==> src/hdl/spq_pkg.sv <==
// Shared types for the stable sorted priority queue.
`timescale 1ns / 1ps

package spq_pkg;

	// Operation code carried by each request transaction
	typedef enum logic {
		OP_INSERT  = 1'b0,
		OP_EXTRACT = 1'b1
	} op_t;

	// Per-cycle command broadcast to every cell of the chain
	typedef struct packed {
		logic do_insert;
		logic do_extract;
	} cell_ctrl_t;

endpackage

==> src/hdl/stable_priority_queue_unit.sv <==
// Top level of the stable sorted priority queue built as a chain of cells.
// Usage:
//   Request channel (req_valid / req_stall) carries op, key and tag. op selects
//   insert or extract of the smallest key. Every request yields exactly one
//   response transaction on (rsp_valid / rsp_stall) with out_valid, out_key,
//   out_tag, is_empty, overflow and occupancy after the operation.
//   Equal keys leave in arrival order. Insert into a full queue is dropped and
//   flagged by overflow; extract from an empty queue returns out_valid low.
//   The response is registered and appears in the cycle after the request is taken.
//   Throughput: one request per cycle while req_stall is low; every cell compares
//   its key with the incoming key and shifts in the same cycle, so the chain
//   has finished each operation by the time the next request is taken.
//   When the receiver stalls, the response register holds and req_stall rises
//   until the response is taken; a request is taken in the same cycle that
//   the waiting response leaves.
//   Reset (arst_n low) empties the queue and clears the response valid flag;
//   slot contents are not cleared and are never read before being written.
`timescale 1ns / 1ps

module stable_priority_queue_unit #(
	parameter int QUEUE_DEPTH = 16,
	parameter int KEY_BITS    = 16,
	parameter int TAG_BITS    = 32,
	localparam int CNT_W      = $clog2(QUEUE_DEPTH + 1)
) (
	input  logic                clk,
	input  logic                arst_n,
	input  logic                req_valid,
	output logic                req_stall,
	input  logic                op,
	input  logic [KEY_BITS-1:0] key,
	input  logic [TAG_BITS-1:0] tag,
	output logic                rsp_valid,
	input  logic                rsp_stall,
	output logic                out_valid,
	output logic [KEY_BITS-1:0] out_key,
	output logic [TAG_BITS-1:0] out_tag,
	output logic                is_empty,
	output logic                overflow,
	output logic [CNT_W-1:0]    occupancy
);
	import spq_pkg::*;

	localparam logic [CNT_W-1:0] DEPTH_CNT = CNT_W'(QUEUE_DEPTH);

	logic [CNT_W-1:0]    count_q;
	logic                rsp_valid_q;
	logic                accept;
	logic                full;
	logic                empty;
	cell_ctrl_t          ctrl;
	logic [CNT_W-1:0]    count_next;

	logic                cell_le  [QUEUE_DEPTH];
	logic [KEY_BITS-1:0] cell_key [QUEUE_DEPTH];
	logic [TAG_BITS-1:0] cell_tag [QUEUE_DEPTH];

	// Request handshake: stall only while a response waits on a stalled receiver
	assign req_stall = rsp_valid_q && rsp_stall;
	assign accept    = req_valid && !req_stall;
	assign full      = (count_q == DEPTH_CNT);
	assign empty     = (count_q == '0);

	// Command for the chain
	always_comb begin
		ctrl.do_insert  = accept && (op_t'(op) == OP_INSERT) && !full;
		ctrl.do_extract = accept && (op_t'(op) == OP_EXTRACT) && !empty;
	end

	always_comb begin
		count_next = count_q;
		if (ctrl.do_insert) begin
			count_next = count_q + CNT_W'(1);
		end else if (ctrl.do_extract) begin
			count_next = count_q - CNT_W'(1);
		end
	end

	// Chain of cells
	for (genvar i = 0; i < QUEUE_DEPTH; i++) begin : g_cell
		logic                occ;
		logic                lft_le;
		logic [KEY_BITS-1:0] lft_key;
		logic [TAG_BITS-1:0] lft_tag;
		logic [KEY_BITS-1:0] rgt_key;
		logic [TAG_BITS-1:0] rgt_tag;

		assign occ = (CNT_W'(i) < count_q);

		if (i == 0) begin : g_head
			assign lft_le  = 1'b1;
			assign lft_key = '0;
			assign lft_tag = '0;
		end else begin : g_body
			assign lft_le  = cell_le[i-1];
			assign lft_key = cell_key[i-1];
			assign lft_tag = cell_tag[i-1];
		end

		if (i == QUEUE_DEPTH - 1) begin : g_tail
			assign rgt_key = '0;
			assign rgt_tag = '0;
		end else begin : g_inner
			assign rgt_key = cell_key[i+1];
			assign rgt_tag = cell_tag[i+1];
		end

		spq_cell #(
			.KEY_BITS(KEY_BITS),
			.TAG_BITS(TAG_BITS)
		) u_cell (
			.clk      (clk),
			.ctrl     (ctrl),
			.occupied (occ),
			.new_key  (key),
			.new_tag  (tag),
			.left_le  (lft_le),
			.left_key (lft_key),
			.left_tag (lft_tag),
			.right_key(rgt_key),
			.right_tag(rgt_tag),
			.le       (cell_le[i]),
			.key      (cell_key[i]),
			.tag      (cell_tag[i])
		);
	end

	// Occupancy and response valid
	always_ff @(posedge clk or negedge arst_n) begin
		if (!arst_n) begin
			count_q     <= '0;
			rsp_valid_q <= 1'b0;
		end else begin
			count_q <= count_next;
			if (accept) begin
				rsp_valid_q <= 1'b1;
			end else if (!rsp_stall) begin
				rsp_valid_q <= 1'b0;
			end
		end
	end

	// Response payload
	always_ff @(posedge clk) begin
		if (accept) begin
			out_valid <= ctrl.do_extract;
			out_key   <= ctrl.do_extract ? cell_key[0] : '0;
			out_tag   <= ctrl.do_extract ? cell_tag[0] : '0;
			is_empty  <= (count_next == '0);
			overflow  <= (op_t'(op) == OP_INSERT) && full;
			occupancy <= count_next;
		end
	end

	assign rsp_valid = rsp_valid_q;

`ifndef SYNTHESIS
	// Occupancy never passes the depth
	a_count_bound: assert property (@(posedge clk) disable iff (!arst_n)
		count_q <= DEPTH_CNT)
		else $error("queue occupancy above depth");

	// Extract from a non-empty queue returns an entry next cycle
	a_extract_hit: assert property (@(posedge clk) disable iff (!arst_n)
		ctrl.do_extract |=> (rsp_valid && out_valid && !overflow))
		else $error("extract did not return an entry");

	// Empty flag agrees with occupancy
	a_empty_flag: assert property (@(posedge clk) disable iff (!arst_n)
		rsp_valid |-> (is_empty == (occupancy == '0)))
		else $error("empty flag disagrees with occupancy");

	// Head of the chain stays sorted
	a_head_sorted: assert property (@(posedge clk) disable iff (!arst_n)
		(count_q >= CNT_W'(2)) |-> (cell_key[0] <= cell_key[1]))
		else $error("head cells out of order");
`endif

endmodule

==> src/hdl/spq_cell.sv <==
// One slot of the sorted chain: holds a key and tag, shifts left or right.
`timescale 1ns / 1ps

module spq_cell #(
	parameter int KEY_BITS = 16,
	parameter int TAG_BITS = 32
) (
	input  logic                clk,
	input  spq_pkg::cell_ctrl_t ctrl,
	input  logic                occupied,
	input  logic [KEY_BITS-1:0] new_key,
	input  logic [TAG_BITS-1:0] new_tag,
	input  logic                left_le,
	input  logic [KEY_BITS-1:0] left_key,
	input  logic [TAG_BITS-1:0] left_tag,
	input  logic [KEY_BITS-1:0] right_key,
	input  logic [TAG_BITS-1:0] right_tag,
	output logic                le,
	output logic [KEY_BITS-1:0] key,
	output logic [TAG_BITS-1:0] tag
);
	import spq_pkg::*;

	logic [KEY_BITS-1:0] key_q;
	logic [TAG_BITS-1:0] tag_q;

	// Entry stays ahead of the new key (equal keys keep arrival order)
	assign le  = occupied && (key_q <= new_key);
	assign key = key_q;
	assign tag = tag_q;

	// Insert: keep, take the new entry, or take the left neighbor.
	// Extract: take the right neighbor.
	always_ff @(posedge clk) begin
		if (ctrl.do_insert) begin
			if (!le) begin
				if (left_le) begin
					key_q <= new_key;
					tag_q <= new_tag;
				end else begin
					key_q <= left_key;
					tag_q <= left_tag;
				end
			end
		end else if (ctrl.do_extract) begin
			key_q <= right_key;
			tag_q <= right_tag;
		end
	end

endmodule

==> config.mk <==
export PLATFORM = sky130hd
export DESIGN_NAME = stable_priority_queue_unit
export DESIGN_NICKNAME = d
export VERILOG_FILES = /design/src/hdl/spq_pkg.sv /design/src/hdl/stable_priority_queue_unit.sv /design/src/hdl/spq_cell.sv
export SDC_FILE = /design/constraint.sdc
export NUM_CORES = 2
export LEC_CHECK = 0
export BUFFER_PORTS_ARGS = -buffer_cell sky130_fd_sc_hd__buf_4
export CELL_PAD_IN_SITES_DETAIL_PLACEMENT = 0
export CELL_PAD_IN_SITES_GLOBAL_PLACEMENT = 1
export CORE_ASPECT_RATIO = 1.5
export CORE_MARGIN = 8
export CORE_UTILIZATION = 25
export CTS_BUF_LIST = sky130_fd_sc_hd__clkbuf_8 sky130_fd_sc_hd__clkbuf_16
export DETAILED_ROUTE_END_ITERATION = 16
export GPL_TIMING_DRIVEN = 0
export PLACE_DENSITY = 0.44
export SKIP_LAST_GASP = 1
export SLEW_MARGIN = 30
export SYNTH_ARGS = -nofsm -noshare
export SYNTH_HDL_FRONTEND = slang
export SYNTH_SLANG_ARGS = --single-unit
==> constraint.sdc <==
create_clock -name clk -period 8.25 [get_ports clk]
set_input_delay 0.825 -clock clk [delete_from_list [all_inputs] [get_ports clk]]
set_output_delay 0.825 -clock clk [all_outputs]
set_load 0.02 [all_outputs]
# --- After elaboration in Yosys (flattened, before gate mapping) ---
# Cells that the tools add are included.
totals:
  ff_bits: 830
  word_cells: 268
  inputBits: 53
classes:
  n_mux: 130
  order_cmp: 32
  n_reduce_logical: 45
  n_eq_ne: 18
  addsub: 2
  bitwise_logic: 1
op_table:
  columns: ["op", "count"]
  rows:
  - ["32-bit two-way mux", 63]
  - ["16-bit two-way mux", 63]
  - ["16-bit <= comparator", 16]
  - ["4-bit by 5-bit < comparator with 1-bit output, first input constant", 8]
  - ["2-bit inequality test, second input constant", 16]
  - ["2-bit AND reduction", 16]
  - ["1-bit logical AND", 23]
  - ["3-bit by 5-bit < comparator with 1-bit output, first input constant", 4]
  - ["5-bit zero test", 2]
  - ["1-bit by 5-bit < comparator with 1-bit output, first input constant", 2]
  - ["2-bit by 5-bit < comparator with 1-bit output, first input constant", 2]
  - ["5-bit two-way mux", 2]
  - ["5-bit by 1-bit adder with 5-bit output, second input constant", 1]
  - ["5-bit == test, second input constant", 1]
  - ["5-bit by 1-bit subtractor with 5-bit output, second input constant", 1]
  - ["1-bit zero test", 3]
  - ["1-bit two-way mux", 2]
  - ["2-bit by 1-bit inequality test with 1-bit output, second input constant", 1]
  - ["2-bit nonzero test", 1]
  - ["1-bit inverter", 1]

# --- Longest topological paths before layout ---
depth:
  depth_word: 8
  depth_mapped: 12
  ltp_nobuf: 8

# --- Cells and area by module ---
# A second synthesis with hierarchy kept.
unflattened:
  hier_cells: 4471
  hier_area_um2: 49144.6
by_module_without_submodules:
  columns: ["module", "cells_each", "area_per_inst_um2", "seq_area_each_um2", "instances"]
  rows:
  - ["spq_cell (g_cell[0].u_cell ...)", 268, 2906.5, 1441.4, 12]
  - ["spq_cell (g_cell[6].u_cell ...)", 268, 2909.0, 1441.4, 4]
  - ["stable_priority_queue_unit", 183, 2630.0, 1831.8, 1]

# --- Worst setup path after synthesis ---
# OpenSTA, ideal clock, no wires.
synth_timing:
  kind: "input -> register"
  startpoint: "input port key[14]"
  endpoint: "register g_cell[8].u_cell.key_q[0] (enable)"
  cell_stages: 9
  setup_ns: 0.526
  arrival_ns: 6.198
  path_slack_ns: 1.526
  path_cell_list: "inv_1 > ha_1 > nand4_1 > nor4_1 > o21ai_1 > o211a_1 > buf_2 > clkbuf_1 > o31ai_1"
synth_between:
  elab_chain_cells: 4
synth_rtl:
  columns: ["element", "line_no", "rtl"]
  rows:
  - ["start, declared", "stable_priority_queue_unit.sv:31", "input logic [KEY_BITS-1:0] key,"]
  - ["16-bit <= comparator", "spq_cell.sv:28", "assign le = occupied && (key_q <= new_key);"]
  - ["1-bit logical AND", "spq_cell.sv:28", null]
  - ["2-bit inequality test (no line)", null, null]
  - ["2-bit AND reduction (no line)", null, null]
  - ["end signal, assigned", "spq_cell.sv:38", "key_q <= new_key;"]
  - ["end signal, assigned", "spq_cell.sv:41", "key_q <= left_key;"]
  - ["end signal, assigned", "spq_cell.sv:46", "key_q <= right_key;"]
  - ["end, declared", "spq_cell.sv:24", "logic [KEY_BITS-1:0] key_q;"]
# Every way passes these cells.
# A chain may end at the register's enable or synchronous reset.

# --- Worst setup path in the final report ---
layout_timing:
  startpoint: "input port key[1]"
  endpoint: "register g_cell[3].u_cell.tag_q[7] (enable)"
layout_between:
  elab_chain_cells: 4
layout_rtl:
  columns: ["element", "line_no", "rtl"]
  rows:
  - ["16-bit <= comparator", "spq_cell.sv:28", null]
  - ["1-bit logical AND", "spq_cell.sv:28", null]
  - ["2-bit inequality test (no line)", null, null]
  - ["2-bit AND reduction (no line)", null, null]
  - ["end signal, assigned", "spq_cell.sv:39", "tag_q <= new_tag;"]
  - ["end signal, assigned", "spq_cell.sv:42", "tag_q <= left_tag;"]
  - ["end signal, assigned", "spq_cell.sv:47", "tag_q <= right_tag;"]
  - ["end, declared", "spq_cell.sv:25", "logic [TAG_BITS-1:0] tag_q;"]
# Every way passes these cells.

==> run_results.csv <==
group,metric,value,unit
pwr,switchingPower,5.66,mW
sta,post-route-min-period,5770,ps
detailed_routing,wl_per_cell,34.0,um
sta,clock_skew,38.7,ps
sta,timing.final.crit_share,0.699,
sta,relSlewSlack,0.224,
pwr,clock_power_share,0.297,
pwr,powerDensity,287,nW/um2
global_route,grt_pass1_wl,313,mm
clock_tree,cts_setup_buffers,0,
placement,io_buffers,110,
setup_path,critPathArrivalTime,6180,ps
cells_and_area,mostFrequentLayoutCells,"824 x edfxtp_1, 474 x nand2b_1, 414 x o221a_1",
clock_tree,worstSkewPairLatency,750,ps
detailed_routing,ant_nets,0,
cells_and_area,drive_gt1_frac,0.125,
yosys,syn_area_per_cell,11.8,um2
setup_path,cp_max_fo,28,
cells_and_area,utilization,0.295,
setup_path,end_kind,"flip-flop",
pwr,vdd_drop_max,177,uV
yosys,synth_seq_area_share,0.533,
global_route,grt_pass1_vias,37900,
cells_and_area,finalNonFillerCells,6747,
global_route,grt_util_all_layers,0.220,
yosys,netlist.area_leader.share,0.529,
cells_and_area,syn2layout_area_growth,17.5,%
yosys,netlist-cell-type-count,65,
pwr,power_frac_seq,0.408,
yosys,yosys.area.top_type,"edfxtp_1",
clock_tree,cts_tree,"done",
floorplanning,dieArea,201000,um2
run_status,outcome,"complete, no violations",
global_route,antenna_found_initial,30,
pwr,fin_total_pwr,15.8,mW
detailed_routing,drt_iter0_drc,2856,
pwr,leakage,19.3,nW
yosys,yosys-top-cells-area,"edfxtp_1 53%, o221a_1 10%, ha_1 7.0%",
clock_tree,clock-sinks,830,
global_route,grt_max_degree,38,
floorplanning,io_pins,111,
clock_tree,root_buffer,"clkbuf_16",
hold_path,holdCritPathClass,"primary input to flip-flop",
setup_path,critical_path_required,8660,ps
sta,setup_ws,2480,ps
placement,dp_slack,1980,ps
yosys,ys.flop_type,"edfxtp_1",
placement,place_area,51600,um2
setup_path,startpoint_type,"primary input",
pwr,p_int,10.1,mW
sta,worstMarginPinSlew,1160,ps
clock_tree,h-tree-depth,3,
sta,setup-violations-final,0,
setup_path,path_class,"primary input to flip-flop",
clock_tree,cts.clk_slew.worst_paths,60,ps
floorplanning,dieWidth,369,um
detailed_routing,vias,36700,
clock_tree,cts_buffers,100,
floorplanning,core,186000,um2
sta,rsz0062_at_grt,"no",
sta,fmax,173,MHz
detailed_routing,via_per_inst,5.45,
sta,finalHoldViolations,0,
cells_and_area,mostFrequentLayoutCell,"edfxtp_1",
global_route,grt-ovfl-total,0,
detailed_routing,routed_wl,229,mm
job,max_cap_violations,0,
cells_and_area,design_area,54900,um2
yosys,syn_inst,3945,
cells_and_area,final_nets,4506,
yosys,ys_async_sr_fraction,0.00723,
placement,dp.cells,6540,
detailed_routing,drtPass1Iterations,8,
placement,dpl.hpwl,180,mm
yosys,yosysWarnings,0,
yosys,netlist_area,46700,um2
pwr,comb_power_share,0.295,
clock_tree,clock_path_buffers,3,
floorplanning,start_util,0.251,
yosys,synth_edf_count,824,
yosys,synth_nets,4258,
yosys,ys_seq_elements,830,
sta,drv_slew,0,
floorplanning,row_count,194,
detailed_routing,drc_errors,0,
placement,routabilityCongestion,0.845,
floorplanning,die_h,546,um
pwr,sw_frac_of_total,0.359,
repair_timing:
item / 4_1_cts / 5_1_grt
hold buffers: 1 / 0
gates resized for setup: 0 / 0
endpoints found under the hold margin: 6 / 0
final timing paths:
path / startpoint / to / slack (ps) / cells past startpoint
setup reg to reg: count_q[1] / g_cell[8].u_cell.tag[13] / 2940 / 13
min in group asynchronous: arst_n / rsp_valid / 450 / 2
setup / recovery: key[1] / g_cell[3].u_cell.tag[7] / 2480 / 12
hold reg to reg: g_cell[0].u_cell.tag[9] / out_tag[9] / 560 / 1
max in group asynchronous: arst_n / count_q[4] / 7690 / 2
hold / removal: req_valid / rsp_valid / 350 / 2
registers in the layout, indices dropped and copies added, names as in the netlist:
name               count
g_cell.u_cell.tag    512
g_cell.u_cell.key    256
out_tag               32
out_key               16
count_q                5
occupancy              5
is_empty               1
out_valid              1
overflow               1
rsp_valid              1
layer usage:
metal	GRT usage	vias up	wire [um]
met5	0	-	11
met4	0.111	2	12900
met3	0.0256	351	9550
met2	0.407	1200	120000
met1	0.246	19000	86400
li1	-	16100	-
synthesized netlist by cell type, types with 17 or more instances:
cell,count
edfxtp_1,824
nand2b_1,474
o221a_1,414
nor2_1,310
ha_1,260
clkbuf_1,239
a21oi_1,206
nand2_1,135
o21ai_0,113
nand3_1,110
a221oi_1,97
buf_2,89
inv_1,76
o221a_2,66
a31oi_1,55
nand4_1,53
and2_1,52
a32oi_1,48
mux2i_1,48
nand4b_1,47
a21o_1,18
o21ai_1,17
through the flow:
step                      hold slack [ps]  setup TNS (ps)
final                                 349               0
after floorplan                       523               0
after global placement                543         -672170
after detailed placement              545               0
after CTS                             307               0
after global routing                  368               0
layout make-up:
cell class	count	area (um2)
Antenna cell	19	47.5
Buffer	359	1590
Clock buffer	103	2580
Clock inverter	84	741
Fill cell	19400	131000
Inverter	77	289
Multi-Input combinational cell	2679	20200
Sequential cell	830	24900
Tap cell	2450	3070
Timing Repair Buffer	146	1520
power by group through the flow:
stage | clock network [mW] | logic, mW | registers [mW]
final | 4.69 | 4.65 | 6.44
after global routing | 4.91 | 4.99 | 6.52
after CTS | 4.79 | 4.69 | 6.44
after detailed placement | 0 | 4.66 | 6.52
after global placement | 0 | 4.45 | 6.63
after floorplan | 0 | 2.71 | 6.26
critical path: stages:
cell and delay, ps:
buf_4 160, clkinv_1 740, ha_1 650, nor2b_1 130, o211ai_1 200, a2111oi_0 460, o31ai_1 210, nand2_1 770
buf_2 590, buf_2 510, a21o_4 500, buf_16 300
logic make-up after synthesis:
family                     share of synthesized area
AOI/OAI and AO/OA                              0.204
xor gates and xnor gates                    0.000750
adders and majority gates                     0.0696
buffers and inverters                         0.0395
DFF                                            0.533
muxes                                         0.0103
and+or+nand+nor                                0.143
Power figures use the tool's default switching activity.
